File: config.mk
export PLATFORM = sky130hd
export DESIGN_NAME = keypad_code_lock_unit_flat
export DESIGN_NICKNAME = d
export VERILOG_FILES = /design/src/sv/kcl_pkg.sv /design/src/sv/kcl_key_if.sv /design/src/sv/kcl_evt_if.sv /design/src/sv/kcl_cfg_if.sv /design/src/sv/kcl_core.sv /design/src/sv/keypad_code_lock_unit.sv /design/src/flat_wrapper.sv
export SDC_FILE = /design/constraint.sdc
export NUM_CORES = 1
export LEC_CHECK = 0
export ABC_CLOCK_PERIOD_IN_PS = 3900
export BUFFER_PORTS_ARGS = -buffer_cell sky130_fd_sc_hd__buf_2
export CAP_MARGIN = 15
export CORE_MARGIN = 2
export CORE_UTILIZATION = 62
export DETAILED_ROUTE_END_ITERATION = 10
export GPL_TIMING_DRIVEN = 0
export HOLD_SLACK_MARGIN = 0.06
export PLACE_DENSITY = 0.83
export SLEW_MARGIN = 20
export SYNTH_ARGS = -nofsm -noshare
export SYNTH_HDL_FRONTEND = slang
export SYNTH_SLANG_ARGS = --single-unit
File: constraint.sdc
create_clock -name clk -period 3.9 [get_ports clk]
set_clock_uncertainty 0.05 [all_clocks]
set_input_delay 0.39 -clock clk [delete_from_list [all_inputs] [get_ports clk]]
set_output_delay 0.39 -clock clk [all_outputs]
set_load 0.02 [all_outputs]
File: src/sv/kcl_pkg.sv
// Shared types and constants of the keypad code lock.
`timescale 1ns / 1ps
`default_nettype none
package kcl_pkg;

  localparam int CODE_LENGTH_DEF = 4;
  localparam int KEY_W           = 4;
  localparam int FAIL_W          = 3;
  localparam int EV_W            = 3;

  localparam logic [FAIL_W-1:0] MAX_FAIL_RESET = 3'd3;

  localparam logic [KEY_W-1:0] KEY_DIGIT_MAX = 4'd9;
  localparam logic [KEY_W-1:0] KEY_STAR      = 4'd10;
  localparam logic [KEY_W-1:0] KEY_HASH      = 4'd11;

  typedef enum logic [EV_W-1:0] {
    EV_NONE       = 3'd0,
    EV_DIGIT      = 3'd1,
    EV_SETMODE    = 3'd2,
    EV_CODESET    = 3'd3,
    EV_OPEN       = 3'd4,
    EV_WRONG      = 3'd5,
    EV_LOCKOUT    = 3'd6,
    EV_INCOMPLETE = 3'd7
  } event_t;

  typedef struct packed {
    event_t              ev;
    logic [FAIL_W-1:0]   failures;
    logic                present;
  } kcl_result_t;

endpackage
`default_nettype wire

File: src/sv/kcl_key_if.sv
// Key input channel: valid/ready plus one key code per beat.
`timescale 1ns / 1ps
`default_nettype none
interface kcl_key_if;
  logic                       valid;
  logic                       ready;
  logic [kcl_pkg::KEY_W-1:0]  key_code;

  modport source (output valid, output key_code, input ready);
  modport sink   (input valid, input key_code, output ready);
endinterface
`default_nettype wire

File: src/sv/kcl_evt_if.sv
// Result channel: valid/ready plus event, failure count and code flag per beat.
`timescale 1ns / 1ps
`default_nettype none
interface kcl_evt_if;
  logic                        valid;
  logic                        ready;
  logic [kcl_pkg::EV_W-1:0]    event_res;
  logic [kcl_pkg::FAIL_W-1:0]  failures_now;
  logic                        code_present;

  modport source (output valid, output event_res, output failures_now,
                  output code_present, input ready);
  modport sink   (input valid, input event_res, input failures_now,
                  input code_present, output ready);
endinterface
`default_nettype wire

File: src/sv/kcl_cfg_if.sv
// Configuration write channel: valid/ready plus the failure limit.
`timescale 1ns / 1ps
`default_nettype none
interface kcl_cfg_if;
  logic                        valid;
  logic                        ready;
  logic [kcl_pkg::FAIL_W-1:0]  data;

  modport source (output valid, output data, input ready);
  modport sink   (input valid, input data, output ready);
endinterface
`default_nettype wire

File: src/sv/kcl_core.sv
// Lock state registers and the per-key next-state and event logic.
`timescale 1ns / 1ps
`default_nettype none
module kcl_core #(
  parameter int CODE_LENGTH = kcl_pkg::CODE_LENGTH_DEF
) (
  input  wire logic                        clk,
  input  wire logic                        rst_n,
  input  wire logic                        step,
  input  wire logic [kcl_pkg::KEY_W-1:0]   key,
  input  wire logic [kcl_pkg::FAIL_W-1:0]  max_failures,
  output kcl_pkg::kcl_result_t             res
);

  localparam int CNT_W = $clog2(CODE_LENGTH + 1);
  localparam logic [CNT_W-1:0] FULL = CNT_W'(CODE_LENGTH);

  logic [kcl_pkg::KEY_W-1:0]   entry_r  [CODE_LENGTH];
  logic [kcl_pkg::KEY_W-1:0]   stored_r [CODE_LENGTH];
  logic [CNT_W-1:0]            count_r, count_nxt;
  logic                        code_set_r, code_set_nxt;
  logic                        set_mode_r, set_mode_nxt;
  logic [kcl_pkg::FAIL_W-1:0]  fail_r, fail_nxt, fail_inc;
  logic                        match;
  logic                        wr_digit, wr_code;
  kcl_pkg::event_t             ev;

  always_comb begin
    match = 1'b1;
    for (int i = 0; i < CODE_LENGTH; i++) begin
      if (entry_r[i] != stored_r[i]) match = 1'b0;
    end
  end

  assign fail_inc = fail_r + 1'b1;

  always_comb begin
    count_nxt    = count_r;
    code_set_nxt = code_set_r;
    set_mode_nxt = set_mode_r;
    fail_nxt     = fail_r;
    wr_digit     = 1'b0;
    wr_code      = 1'b0;
    ev           = kcl_pkg::EV_NONE;
    case (key) inside
      [4'd0:kcl_pkg::KEY_DIGIT_MAX]: begin
        if (count_r < FULL) begin
          wr_digit  = 1'b1;
          count_nxt = count_r + 1'b1;
          ev        = kcl_pkg::EV_DIGIT;
        end
      end
      kcl_pkg::KEY_HASH: begin
        if (!code_set_r && !set_mode_r) begin
          set_mode_nxt = 1'b1;
          ev           = kcl_pkg::EV_SETMODE;
        end else if (set_mode_r && count_r == FULL) begin
          wr_code      = 1'b1;
          code_set_nxt = 1'b1;
          set_mode_nxt = 1'b0;
          count_nxt    = '0;
          ev           = kcl_pkg::EV_CODESET;
        end
      end
      kcl_pkg::KEY_STAR: begin
        if (code_set_r && count_r == FULL) begin
          count_nxt = '0;
          if (match) begin
            fail_nxt = '0;
            ev       = kcl_pkg::EV_OPEN;
          end else if (fail_inc >= max_failures) begin
            // limit of zero acts like one: the bumped count always reaches it
            fail_nxt = '0;
            ev       = kcl_pkg::EV_LOCKOUT;
          end else begin
            fail_nxt = fail_inc;
            ev       = kcl_pkg::EV_WRONG;
          end
        end else begin
          ev = kcl_pkg::EV_INCOMPLETE;
        end
      end
      default: ev = kcl_pkg::EV_NONE;
    endcase
  end

  always_ff @(posedge clk) begin
    if (!rst_n) begin
      count_r    <= '0;
      code_set_r <= 1'b0;
      set_mode_r <= 1'b0;
      fail_r     <= '0;
    end else if (step) begin
      count_r    <= count_nxt;
      code_set_r <= code_set_nxt;
      set_mode_r <= set_mode_nxt;
      fail_r     <= fail_nxt;
    end
  end

  // digit and code stores hold no reset
  always_ff @(posedge clk) begin
    for (int i = 0; i < CODE_LENGTH; i++) begin
      if (step && wr_digit && count_r == CNT_W'(i)) entry_r[i] <= key;
      if (step && wr_code) stored_r[i] <= entry_r[i];
    end
  end

  assign res.ev       = ev;
  assign res.failures = fail_nxt;
  assign res.present  = code_set_nxt;

  a_count_bound: assert property (@(posedge clk) disable iff (!rst_n)
    count_r <= FULL)
    else $error("entry count past code length");

  a_mode_excl: assert property (@(posedge clk) disable iff (!rst_n)
    !(set_mode_r && code_set_r))
    else $error("set mode active with a code stored");

  a_code_sticky: assert property (@(posedge clk) disable iff (!rst_n)
    code_set_r |=> code_set_r)
    else $error("stored code flag dropped");

  a_open_clears: assert property (@(posedge clk) disable iff (!rst_n)
    (step && ev == kcl_pkg::EV_OPEN) |=> (fail_r == '0 && count_r == '0))
    else $error("open did not clear failures and entry");

endmodule
`default_nettype wire

File: src/sv/keypad_code_lock_unit.sv
// Top level of the keypad code lock: input register, lock core, result register.
// Usage:
//   in_key  : one key code per beat (0-9 digit, 10 star, 11 hash, others ignored).
//   out_evt : exactly one result beat per key: event code, failure count after
//             the key, and whether a code is stored.
//   cfg_wr  : writes the failure limit; always ready, write only while idle.
// A key is held in the input register, its result in the result register.
// Throughput: one key per cycle while out_evt.ready is high; the lock state
// updates as a key leaves the input register, so no key waits on the one before.
// Stall: when out_evt.ready is low the result register holds; the input
// register still takes a key if it is empty, then in_key.ready drops until the
// result beat is taken.
// Reset (rst_n low, synchronous): both registers empty, entry buffer empty,
// no code stored, set mode off, failure count zero, limit back to 3.
`timescale 1ns / 1ps
`default_nettype none
module keypad_code_lock_unit #(
  parameter int CODE_LENGTH = kcl_pkg::CODE_LENGTH_DEF
) (
  input  wire logic  clk,
  input  wire logic  rst_n,
  kcl_key_if.sink    in_key,
  kcl_evt_if.source  out_evt,
  kcl_cfg_if.sink    cfg_wr
);

  logic                        key_vld_r;
  logic [kcl_pkg::KEY_W-1:0]   key_r;
  logic                        out_vld_r;
  kcl_pkg::kcl_result_t        out_r;
  kcl_pkg::kcl_result_t        res;
  logic [kcl_pkg::FAIL_W-1:0]  max_fail_r;
  logic                        step;
  logic                        in_ready;

  assign step     = key_vld_r && (!out_vld_r || out_evt.ready);
  assign in_ready = !key_vld_r || step;

  assign in_key.ready = in_ready;
  assign cfg_wr.ready = 1'b1;

  always_ff @(posedge clk) begin
    if (!rst_n) begin
      max_fail_r <= kcl_pkg::MAX_FAIL_RESET;
    end else if (cfg_wr.valid) begin
      max_fail_r <= cfg_wr.data;
    end
  end

  always_ff @(posedge clk) begin
    if (!rst_n) begin
      key_vld_r <= 1'b0;
    end else if (in_ready) begin
      key_vld_r <= in_key.valid;
    end
  end

  always_ff @(posedge clk) begin
    if (in_ready && in_key.valid) key_r <= in_key.key_code;
  end

  kcl_core #(
    .CODE_LENGTH (CODE_LENGTH)
  ) u_core (
    .clk          (clk),
    .rst_n        (rst_n),
    .step         (step),
    .key          (key_r),
    .max_failures (max_fail_r),
    .res          (res)
  );

  always_ff @(posedge clk) begin
    if (!rst_n) begin
      out_vld_r <= 1'b0;
    end else if (step) begin
      out_vld_r <= 1'b1;
    end else if (out_evt.ready) begin
      out_vld_r <= 1'b0;
    end
  end

  always_ff @(posedge clk) begin
    if (step) out_r <= res;
  end

  assign out_evt.valid        = out_vld_r;
  assign out_evt.event_res    = out_r.ev;
  assign out_evt.failures_now = out_r.failures;
  assign out_evt.code_present = out_r.present;

endmodule
`default_nettype wire

File: src/flat_wrapper.sv
// flat-port wrapper written by rule: the top's interface ports become plain ports
module keypad_code_lock_unit_flat 
#(
  parameter int CODE_LENGTH = kcl_pkg::CODE_LENGTH_DEF
)
  (clk, rst_n, in_key_valid, in_key_key_code, in_key_ready, out_evt_valid, out_evt_event_res, out_evt_failures_now, out_evt_code_present, out_evt_ready, cfg_wr_valid, cfg_wr_data, cfg_wr_ready);
  kcl_key_if in_key_i ();
  kcl_evt_if out_evt_i ();
  kcl_cfg_if cfg_wr_i ();
  input  wire logic clk;
  input  wire logic rst_n;
  input wire logic [$bits(in_key_i.valid)-1:0] in_key_valid;
  input wire logic [$bits(in_key_i.key_code)-1:0] in_key_key_code;
  output wire logic [$bits(in_key_i.ready)-1:0] in_key_ready;
  output wire logic [$bits(out_evt_i.valid)-1:0] out_evt_valid;
  output wire logic [$bits(out_evt_i.event_res)-1:0] out_evt_event_res;
  output wire logic [$bits(out_evt_i.failures_now)-1:0] out_evt_failures_now;
  output wire logic [$bits(out_evt_i.code_present)-1:0] out_evt_code_present;
  input wire logic [$bits(out_evt_i.ready)-1:0] out_evt_ready;
  input wire logic [$bits(cfg_wr_i.valid)-1:0] cfg_wr_valid;
  input wire logic [$bits(cfg_wr_i.data)-1:0] cfg_wr_data;
  output wire logic [$bits(cfg_wr_i.ready)-1:0] cfg_wr_ready;
  assign in_key_i.valid = in_key_valid;
  assign in_key_i.key_code = in_key_key_code;
  assign in_key_ready = in_key_i.ready;
  assign out_evt_valid = out_evt_i.valid;
  assign out_evt_event_res = out_evt_i.event_res;
  assign out_evt_failures_now = out_evt_i.failures_now;
  assign out_evt_code_present = out_evt_i.code_present;
  assign out_evt_i.ready = out_evt_ready;
  assign cfg_wr_i.valid = cfg_wr_valid;
  assign cfg_wr_i.data = cfg_wr_data;
  assign cfg_wr_ready = cfg_wr_i.ready;
  keypad_code_lock_unit #(.CODE_LENGTH(CODE_LENGTH)) u_core (.clk(clk), .rst_n(rst_n), .in_key(in_key_i), .out_evt(out_evt_i), .cfg_wr(cfg_wr_i));
endmodule
==> results of run 1 <==
metal layers:
metal	part of all wire	wire length, um	global-route usage
met5	0	0	0
met4	0.015	60	0.08163
met3	0.046	185	0.05574
met2	0.50	2026	0.3488
met1	0.44	1782	0.2719
power groups by stage:
stage / Sequential (mW) / Combinational [mW] / Clock (mW)
6_report: 0.662 / 0.0496 / 0.376
5_1_grt: 0.664 / 0.0547 / 0.402
2_1_floorplan: 0.677 / 0.0272 / 0
3_3_place_gp: 0.675 / 0.0470 / 0
4_1_cts: 0.662 / 0.0501 / 0.380
3_5_place_dp: 0.676 / 0.0499 / 0
metrics by stage:
step	setup WS (ps)	instances
final	1557	254
after global routing	1462	254
after CTS	1542	254
after detailed placement	1572	246
after global placement	1317	246
after floorplan	1665	178
final cells by class:
class                      count  area [um^2]
sequential                    56         1551
buffer                         2        11.26
inverter                      10        37.54
clock inverter                 2        38.79
tap                           48        60.06
multi-input combinational    110        838.3
fill                         249         1006
timing repair buffer          20        100.1
clock buffer                   6        72.57
synth_stat cells (all sizes together):
library cell | number | area [um^2]
a21oi | 3 | 18.77
xor2 | 17 | 148.9
or3 | 2 | 12.51
nand3b | 3 | 22.52
nand2 | 13 | 56.31
o22ai | 1 | 6.260
nand3 | 6 | 30.03
buf | 1 | 7.510
a21boi | 6 | 45.04
nand2b | 3 | 18.77
clkbuf | 1 | 3.750
inv | 10 | 37.54
a21o | 1 | 7.510
and4bb | 1 | 12.51
and2 | 5 | 31.28
o31ai | 1 | 7.510
o211ai | 1 | 7.510
nor2 | 3 | 11.26
conb | 1 | 3.750
dfxtp | 13 | 260.3
o221ai | 1 | 8.760
nor3 | 2 | 10.01
o21ai | 2 | 10.00
and3 | 2 | 12.51
a22o | 1 | 8.760
ha | 9 | 112.6
mux2i | 4 | 40.04
nand4b | 2 | 17.52
edfxtp | 43 | 1291
nand4 | 5 | 37.53
nor4 | 4 | 58.81
nor2b | 4 | 25.02
or4 | 2 | 18.77
o21a | 3 | 22.52
a31oi | 2 | 12.51
kinds of logic after synthesis:
family | Yosys count | synth area share
adder cells (fa/ha/maj) | 9 | 0.04623
AND/OR/NAND/NOR | 57 | 0.1541
buffers and inverters | 12 | 0.02003
multiplexers | 4 | 0.01644
AO/OA/AOI/OAI | 22 | 0.06369
other | 1 | 0.001539
flip-flops | 56 | 0.6369
XOR/XNOR | 17 | 0.06112
final timing paths:
path	from	slack, ps	cells past startpoint	to
setup / recovery	u_core.key_r[2]	1560	3	u_core.u_core.stored_r[1][0]
hold / removal	in_key_key_code[1]	200	1	u_core.key_r[1]
setup reg to reg	u_core.key_r[2]	1560	3	u_core.u_core.stored_r[1][0]
hold reg to reg	u_core.u_core.entry_r[3][3]	430	0	u_core.u_core.stored_r[3][3]
registers in the layout, indices dropped and copies added, names as in the netlist:
| register | flops |
|---|---|
| u_core.key_r | 4 |
| u_core.key_vld_r | 1 |
| u_core.max_fail_r | 3 |
| u_core.out_evt.code_present | 1 |
| u_core.out_evt.event_res | 3 |
| u_core.out_evt.failures_now | 3 |
| u_core.out_evt.valid | 1 |
| u_core.u_core.code_set_r | 1 |
| u_core.u_core.count_r | 3 |
| u_core.u_core.entry_r | 16 |
| u_core.u_core.fail_r | 3 |
| u_core.u_core.set_mode_r | 1 |
| u_core.u_core.stored_r | 16 |
critical path, cell delays in order, from the launching register on:
cell      delay [ps]
edfxtp_1         520
nand4b_1         260
or3_1            450
nor2_2           690
==> impl_metrics.ini, run 1 <==
[finish]
num_antenna_cells = 0
nets = 226
fin_util = 0.7293
stdcell_area_mm2 = 0.002710
final_common_cell = edfxtp_1
mostFrequentLayoutCells = edfxtp_1, buf_2, xor2_1
drive_above_1_share = 0.1942
areaGrowthSynthToFinish_pct = 11.25

[clock_network]
cts_made_buffers = 5
clk_pin_slew_ps = 90
cts.sinks = 56
postCtsResizedCells = 0
ctsRootBufferMaster = clkbuf_8
cts_max_level = 2
cts_tree = done
cts_setup_buffers = 0
ctsHoldBuffers = 0
clk_path_buf_depth = 2
worstSkewPairLatency_ps = 310

[synth]
synth_cell_types = 42
netlist_area_mm2 = 0.002436
syn_avg_cell_area_um2 = 13.69
netlist_instances = 178
seq_area_frac_synth = 0.6369
synth_nets = 199
ys_warn_count = 0
synth-seq-cells = 56

[timing]
drv_slew = 0
period_share = 0.6007
worst_pin_slew_ps = 844.3
maxSlewHeadroom = 0.4366
fmaxAchievable_mhz = 426.8
tns_ps = 0
holdWs_ps = 200.2
period_needed_ps = 2343
rsz0062_at_grt = false
finalHoldViolCount = 0
finalSetupViolCount = 0

[route]
wire_per_inst_um = 15.96
firstDrtPassIters = 4
antenna_left = 0
routed_wl_um = 4055
drc = 0
vias = 1450
vias_per_cell = 5.709
drt_iter0_markers = 76

[worst_setup_path]
critPathRequiredTime_ps = 3790
start_kind = flip-flop
crit_path_max_fanout = 17
end_kind = flip-flop
arrival_ps = 2240
setup.worst_path.class = flip-flop to flip-flop

[die]
fp.dieH_um = 66.69
die_area_mm2 = 0.004447
rows = 22
design.core.area_mm2 = 0.003716
ios = 22
start_util = 0.6556
die_x_um = 66.69

[placed_design]
io_buffer_count = 20
place_hpwl_um = 3058
place_area_mm2 = 0.002599
routabilityCongestion = 0.8694

[pwr]
combPwrFrac = 0.046
p_seq_frac = 0.608
power_switching_mw = 0.2224
p_int_mw = 0.8655
clockPowerShare = 0.346
power_leakage_nw = 0.9803
netSwitchingFraction = 0.2044
irDropWorstVdd_v = 0.0003133
power_density_mw_per_mm2 = 401.4
power.total_mw = 1.088

[status]
status = finished, final reports clean

[grt]
grt_pass1_wl_um = 6734
gr-total-overflow = 0
grt_pass1_vias = 1402
grt_max_degree = 18
grt_util_all_layers = 0.2129
grt_antenna_before_repair = 0

[flow_run]
drv_cap = 0

[min_path]
holdCritPathClass = input port to flip-flop
Power figures use the tool's default switching activity.
==> run 2: changes to the inputs <==
ABC_AREA = 1   (was default)
ABC_CLOCK_PERIOD_IN_PS = 1900   (was 3900)
CORE_UTILIZATION = 53   (was 62)
PLACE_DENSITY = 0.75   (was 0.83)
clock period = 1.9 ns   (was 3.9 ns; I/O delays follow)
==> run 2 against run 1 <==
Effect of this change:
- flip-flop and latch count stayed put
- maximum frequency up 32%
- non-clock buffer count rose by 9
- count of clock-buffer cells in the layout up 2
- routed wire length is 0.27% higher
- via count up 18%
- clock power grew 84%
- critical endpoint is now u_core.out_evt.event_res[0]
- highest routed layer unchanged
==> impl_metrics.ini, run 2 <==
[die]
design.core.area_mm2 = 0.004661
fp.dieH_um = 73.09
die_x_um = 73.09
die_area_mm2 = 0.005342
ios = 22
rows = 25
start_util = 0.5428

[synth]
synth_top_area_cell = edfxtp_1
ys.flop_type = edfxtp_1
synth_compound_area_frac = 0.04253
synth-simple-area-share = 0.2072
netlist_area_mm2 = 0.002530
synth-seq-cells = 56
synthXorXnorAreaFrac = 0.003462
synth_mux_area_frac = 0
synth_nets = 292
synth_top_area_frac = 0.5104
synth_adder_area_share = 0.04451
synth_top_family_by_area = simple AND/OR/NAND/NOR gates
synth.most_common_cell = nand2_1
ys_warn_count = 0
netlist_instances = 271
ys_async_sr_fraction = 0
synth_cell_types = 23
synth_common_cells = nand2_1, inv_1, nor2_1
synth_edf_count = 43
syn_avg_cell_area_um2 = 9.336
yosys-top-cells-area = edfxtp_1, dfxtp_1, nand2_1
seq_area_frac_synth = 0.6133

[worst_setup_path]
start_kind = flip-flop
crit_family = adder cells
critPathRequiredTime_ps = 1900
crit_path_max_fanout = 5
end_kind = flip-flop
arrival_ps = 1770
worstRegToRegCells = 11
cpMaxStageDelayCell = dfxtp_4
setup.worst_path.class = flip-flop to flip-flop
reg2reg_from = u_core.u_core.fail_r[0]
crit_buf_inv = 2
worstPathCellList = ha_4 -> xnor2_2 -> inv_1 -> ha_1 -> nand2_1 -> nand2_2 -> inv_1 -> nand2_1 -> nand2_1 -> nand2_1 -> nand3_1
timing.rr.end = u_core.out_evt.event_res[0]
cpMostUsedCell = nand2_1
cpPeakStageDelay_ps = 380
reg2reg_slack_ps = 130

[status]
status = finished, final reports clean

[min_path]
hold_end = u_core.max_fail_r[1]
min_path_cells = 2
worstHoldStart = cfg_wr_valid
holdCritPathClass = input port to flip-flop

[clock_network]
worstSkewPairLatency_ps = 300
clk_path_buf_depth = 2
cts_tree = done
cts_max_level = 2
cts_made_buffers = 5
clk_pin_slew_ps = 90
cts.sinks = 56
ctsRootBufferMaster = clkbuf_8

[route]
drc = 0
highest_layer = met4
drt_iter0_markers = 60
wl_met2_um = 2033
routed_wl_um = 4066
dr_wl_met3_um = 104
drt-met1-wl_um = 1864
vias = 1704
firstDrtPassIters = 4
wire_per_inst_um = 11.20
vias_per_cell = 4.694
antenna_left = 0

[grt]
grt_pass1_vias = 1616
grt_antenna_before_repair = 0
grt_util_all_layers = 0.1669
gr-total-overflow = 0
grt_pass1_wl_um = 6782
grt_max_degree = 17

[finish]
drive_above_1_share = 0.1748
fin_util = 0.6336
stdcell_area_mm2 = 0.002953
num_antenna_cells = 0
finalNonFillerCells = 363
mostFrequentLayoutCells = nand2_1, inv_1, edfxtp_1
final_common_cell = nand2_1
areaGrowthSynthToFinish_pct = 16.72
top_regs = u_core.u_core.entry_r: 16 flops, u_core.u_core.stored_r: 16 flops, u_core.key_r: 4 flops
nets = 329

[pwr]
power_leakage_nw = 1.346
power_density_mw_per_mm2 = 759.4
irDropWorstVdd_v = 0.0004890

[timing]
finalHoldViolCount = 0
finalSetupViolCount = 0
drv_slew = 0
period_needed_ps = 1772
rsz0062_at_grt = false
fin_ws_ps = 128.0
period_share = 0.9326
fmaxAchievable_mhz = 564.3

[placed_design]
dp_cells = 345
routabilityCongestion = 0.7990
place_hpwl_um = 2830
place_area_mm2 = 0.002700
io_buffer_count = 20
pre_cts_slack_ps = -363.2

[flow_run]
drv_cap = 0
## run 2: per-layer routing
metal,vias up,track usage
met2,29,0.2833
met5,-,0
met1,755,0.2044
li1,914,-
met3,6,0.03729
met4,0,0.06996
## run 2: where the power goes
group / leakage, nW / switching, mW / internal (mW) / total (mW)
clock: 0.0506 / 0.350 / 0.342 / 0.692
combinational: 0.793 / 0.104 / 0.0718 / 0.176
sequential: 0.503 / 0.0291 / 1.35 / 1.37
## run 2: final cells by class
class                      instances  area, um^2
sequential                        56        1556
inverter                          57       214.0
fill                             362        1708
clock buffer                       8       101.3
tap                               54       67.56
timing repair buffer              30       202.7
buffer                             1       7.507
multi-input combinational        157       803.3
## run 2: kinds of logic (layout without fill, tap and decap cells)
group / Yosys count / after routing
simple gates: 129 / 129
buf+inv: 58 / 96
flops: 56 / 56
compound gates: 17 / 17
fa+ha+maj: 9 / 9
other cells: 1 / 1
xor+xnor: 1 / 1
## run 2: worst max path at each step
| stage | depth (start not counted) | slack [ps] | end | start |
|---|---|---|---|---|
| 2_1_floorplan | 8 | 30 | u_core.u_core.stored_r[0][0] | u_core.u_core.count_r[0] |
| 3_3_place_gp | 8 | -300 | u_core.u_core.stored_r[3][2] | u_core.u_core.count_r[0] |
| 3_5_place_dp | 8 | -360 | u_core.u_core.stored_r[2][2] | u_core.u_core.count_r[0] |
| 4_1_cts | 5 | 20 | u_core.u_core.entry_r[0][3] | u_core.out_evt.valid |
| 5_1_grt | 5 | 7 | u_core.u_core.entry_r[0][3] | u_core.key_r[2] |
| 6_report | 11 | 130 | u_core.out_evt.event_res[0] | u_core.u_core.fail_r[0] |
## run 2: per-stage QoR
step           TNS [ps]  hold slack, ps  power, mW
2_1_floorplan         0           224.1      1.505
3_3_place_gp      -5175           318.1      1.547
3_5_place_dp      -6252           318.5      1.553
4_1_cts               0           64.54      2.244
5_1_grt               0           68.13      2.331
6_report              0           77.39      2.242
## run 2: timing repair
action                                 CTS  global route
setup endpoints to repair               18            36
gates cloned                             0             0
pin swaps                                1             0
resized for setup                        1            13
hold buffers                             6             0
setup buffers                            2             2
endpoints found under the hold margin    6             0
==> run 3: changes to the inputs <==
REMOVE_ABC_BUFFERS = 1   (was default)
==> run 3 against run 2 <==
Effect of this change:
- routed wire length is 2.3% higher
- sequential power hardly changed
- sequential share of layout area is 0.39 points higher
- final cell count stayed put
- die area stayed put
- cell area is 0.80% lower
- combinational power hardly changed
- utilization is 0.51 points lower
- non-clock buffer count stayed put
- worst setup slack worse by 3.1 ps
- critical path type unchanged
- largest cell class unchanged
- largest power group unchanged
==> impl_metrics.ini, run 3 (synthesized netlist as in run 2, its figures left out) <==
[finish]
drive_above_1_share = 0.1780
finalNonFillerCells = 363
areaGrowthSynthToFinish_pct = 15.78
n_fill_cell = 374
mostFrequentLayoutCells = nand2_1, inv_1, edfxtp_1
fin_util = 0.6285
num_antenna_cells = 0
nets = 329
final_common_cell = nand2_1
regArea_mm2 = 0.001555
top_regs = u_core.u_core.entry_r: 16 flops, u_core.u_core.stored_r: 16 flops, u_core.key_r: 4 flops
stdcell_area_mm2 = 0.002929
multi_input_area_um2 = 799.5

[worst_setup_path]
crit_path_max_fanout = 7
start_kind = flip-flop
timing.rr.end = u_core.u_core.entry_r[0][0]
reg2reg_from = u_core.key_r[1]
setup.worst_path.class = flip-flop to flip-flop
reg2reg_slack_ps = 120
arrival_ps = 1730
worstRegToRegCells = 5
critPathRequiredTime_ps = 1850
end_kind = flip-flop

[timing]
period_share = 0.9343
finalHoldViolCount = 0
period_needed_ps = 1775
drv_slew = 0
fmaxAchievable_mhz = 563.4
finalSetupViolCount = 0

[clock_network]
ctsRootBufferMaster = clkbuf_8
cts_tree = done
cts_made_buffers = 5
cts.sinks = 56
clk_path_buf_depth = 2
worstSkewPairLatency_ps = 310
cts_max_level = 2
clk_pin_slew_ps = 90

[die]
fp.dieH_um = 73.09
rows = 25
die_x_um = 73.09
ios = 22
die_area_mm2 = 0.005342
start_util = 0.5428
design.core.area_mm2 = 0.004661

[pwr]
power.total_mw = 2.187
power_density_mw_per_mm2 = 746.8
clockPowerShare = 0.291
power_switching_mw = 0.5091
netSwitchingFraction = 0.2328
p_int_mw = 1.678
p_seq_frac = 0.627
irDropWorstVdd_v = 0.0006231
power_leakage_nw = 1.339
combPwrFrac = 0.082

[route]
wire_per_inst_um = 11.46
vias = 1715
firstDrtPassIters = 4
antenna_left = 0
routed_wl_um = 4159
vias_per_cell = 4.725
drt_iter0_markers = 54
drc = 0

[status]
status = finished, final reports clean

[placed_design]
routabilityCongestion = 0.7817
place_hpwl_um = 2850
place_area_mm2 = 0.002708
io_buffer_count = 20
dp_cells = 345

[grt]
grt_pass1_wl_um = 6672
grtUsageMet2 = 0.2843
gr-total-overflow = 0
grt_pass1_vias = 1535
busiest_layer = met2
grt_use_met1 = 0.2040
grt_util_all_layers = 0.1661
grt_antenna_before_repair = 0
grt_max_degree = 19
grt_use_met3 = 0.03867

[min_path]
min_path_cells = 2
hold_end = u_core.max_fail_r[0]
worstHoldStart = rst_n
holdCritPathClass = input port to flip-flop

[flow_run]
drv_cap = 0
## run 3: worst max-delay path by stage
| stage | slack [ps] | start | cells past startpoint | to |
|---|---|---|---|---|
| after floorplan | -250 | u_core.u_core.count_r[0] | 8 | u_core.u_core.stored_r[0][0] |
| after global placement | -730 | u_core.u_core.count_r[0] | 8 | u_core.u_core.stored_r[2][2] |
| after detailed placement | 2 | u_core.u_core.count_r[0] | 9 | u_core.u_core.stored_r[2][2] |
| after CTS | -10 | u_core.u_core.count_r[0] | 9 | u_core.u_core.stored_r[0][2] |
| after global routing | -40 | u_core.u_core.count_r[1] | 9 | u_core.u_core.stored_r[1][0] |
| final | 120 | u_core.key_r[1] | 5 | u_core.u_core.entry_r[0][0] |
## run 3: power by group through the flow
stage	Sequential, mW	Clock, mW	Combinational [mW]
CTS	1.37	0.652	0.162
floorplan	1.40	0	0.0997
finish	1.37	0.637	0.179
detailed placement	1.40	0	0.152
global placement	1.40	0	0.147
global route	1.38	0.709	0.204
## run 3: through the flow
step | TNS [ps] | worst slack, ps | hold WS, ps
floorplan | -4283 | -254.4 | 224.1
finish | 0 | 124.9 | 67.56
CTS | -78.26 | -10.56 | 66.21
global route | -432.7 | -36.82 | 77.60
detailed placement | 0 | 2.033 | 321.0
global placement | -12750 | -725.7 | 318.8
## run 3: critical path, stage by stage (launching register included)
cell      delay (ps)
edfxtp_1         520
o21ai_1          250
nand2_1          140
nor2_2           170
inv_2            110
nor2_2           230
## run 3: layout make-up
| cell class | count | area share |
|---|---|---|
| Clock buffer | 5 | 0.02349 |
| Clock inverter | 3 | 0.007262 |
| Inverter | 57 | 0.07305 |
| Multi-Input combinational cell | 157 | 0.2730 |
| Sequential cell | 56 | 0.5310 |
| Tap cell | 54 | 0.02307 |
| Timing Repair Buffer | 31 | 0.06920 |
## run 3: per-layer routing
metal | vias up | part of all wire
met2 | 28 | 0.52
met3 | 8 | 0.033
li1 | 907 | -
met1 | 772 | 0.42
met5 | - | 0
met4 | 0 | 0.026
## run 3: timing repair
item,4_1_cts,5_1_grt
endpoints found under the setup margin,14,37
buffers inserted,0,5
pin swaps,0,1
gates resized for setup,0,12
hold endpoints to repair,5,0
hold buffers,5,0
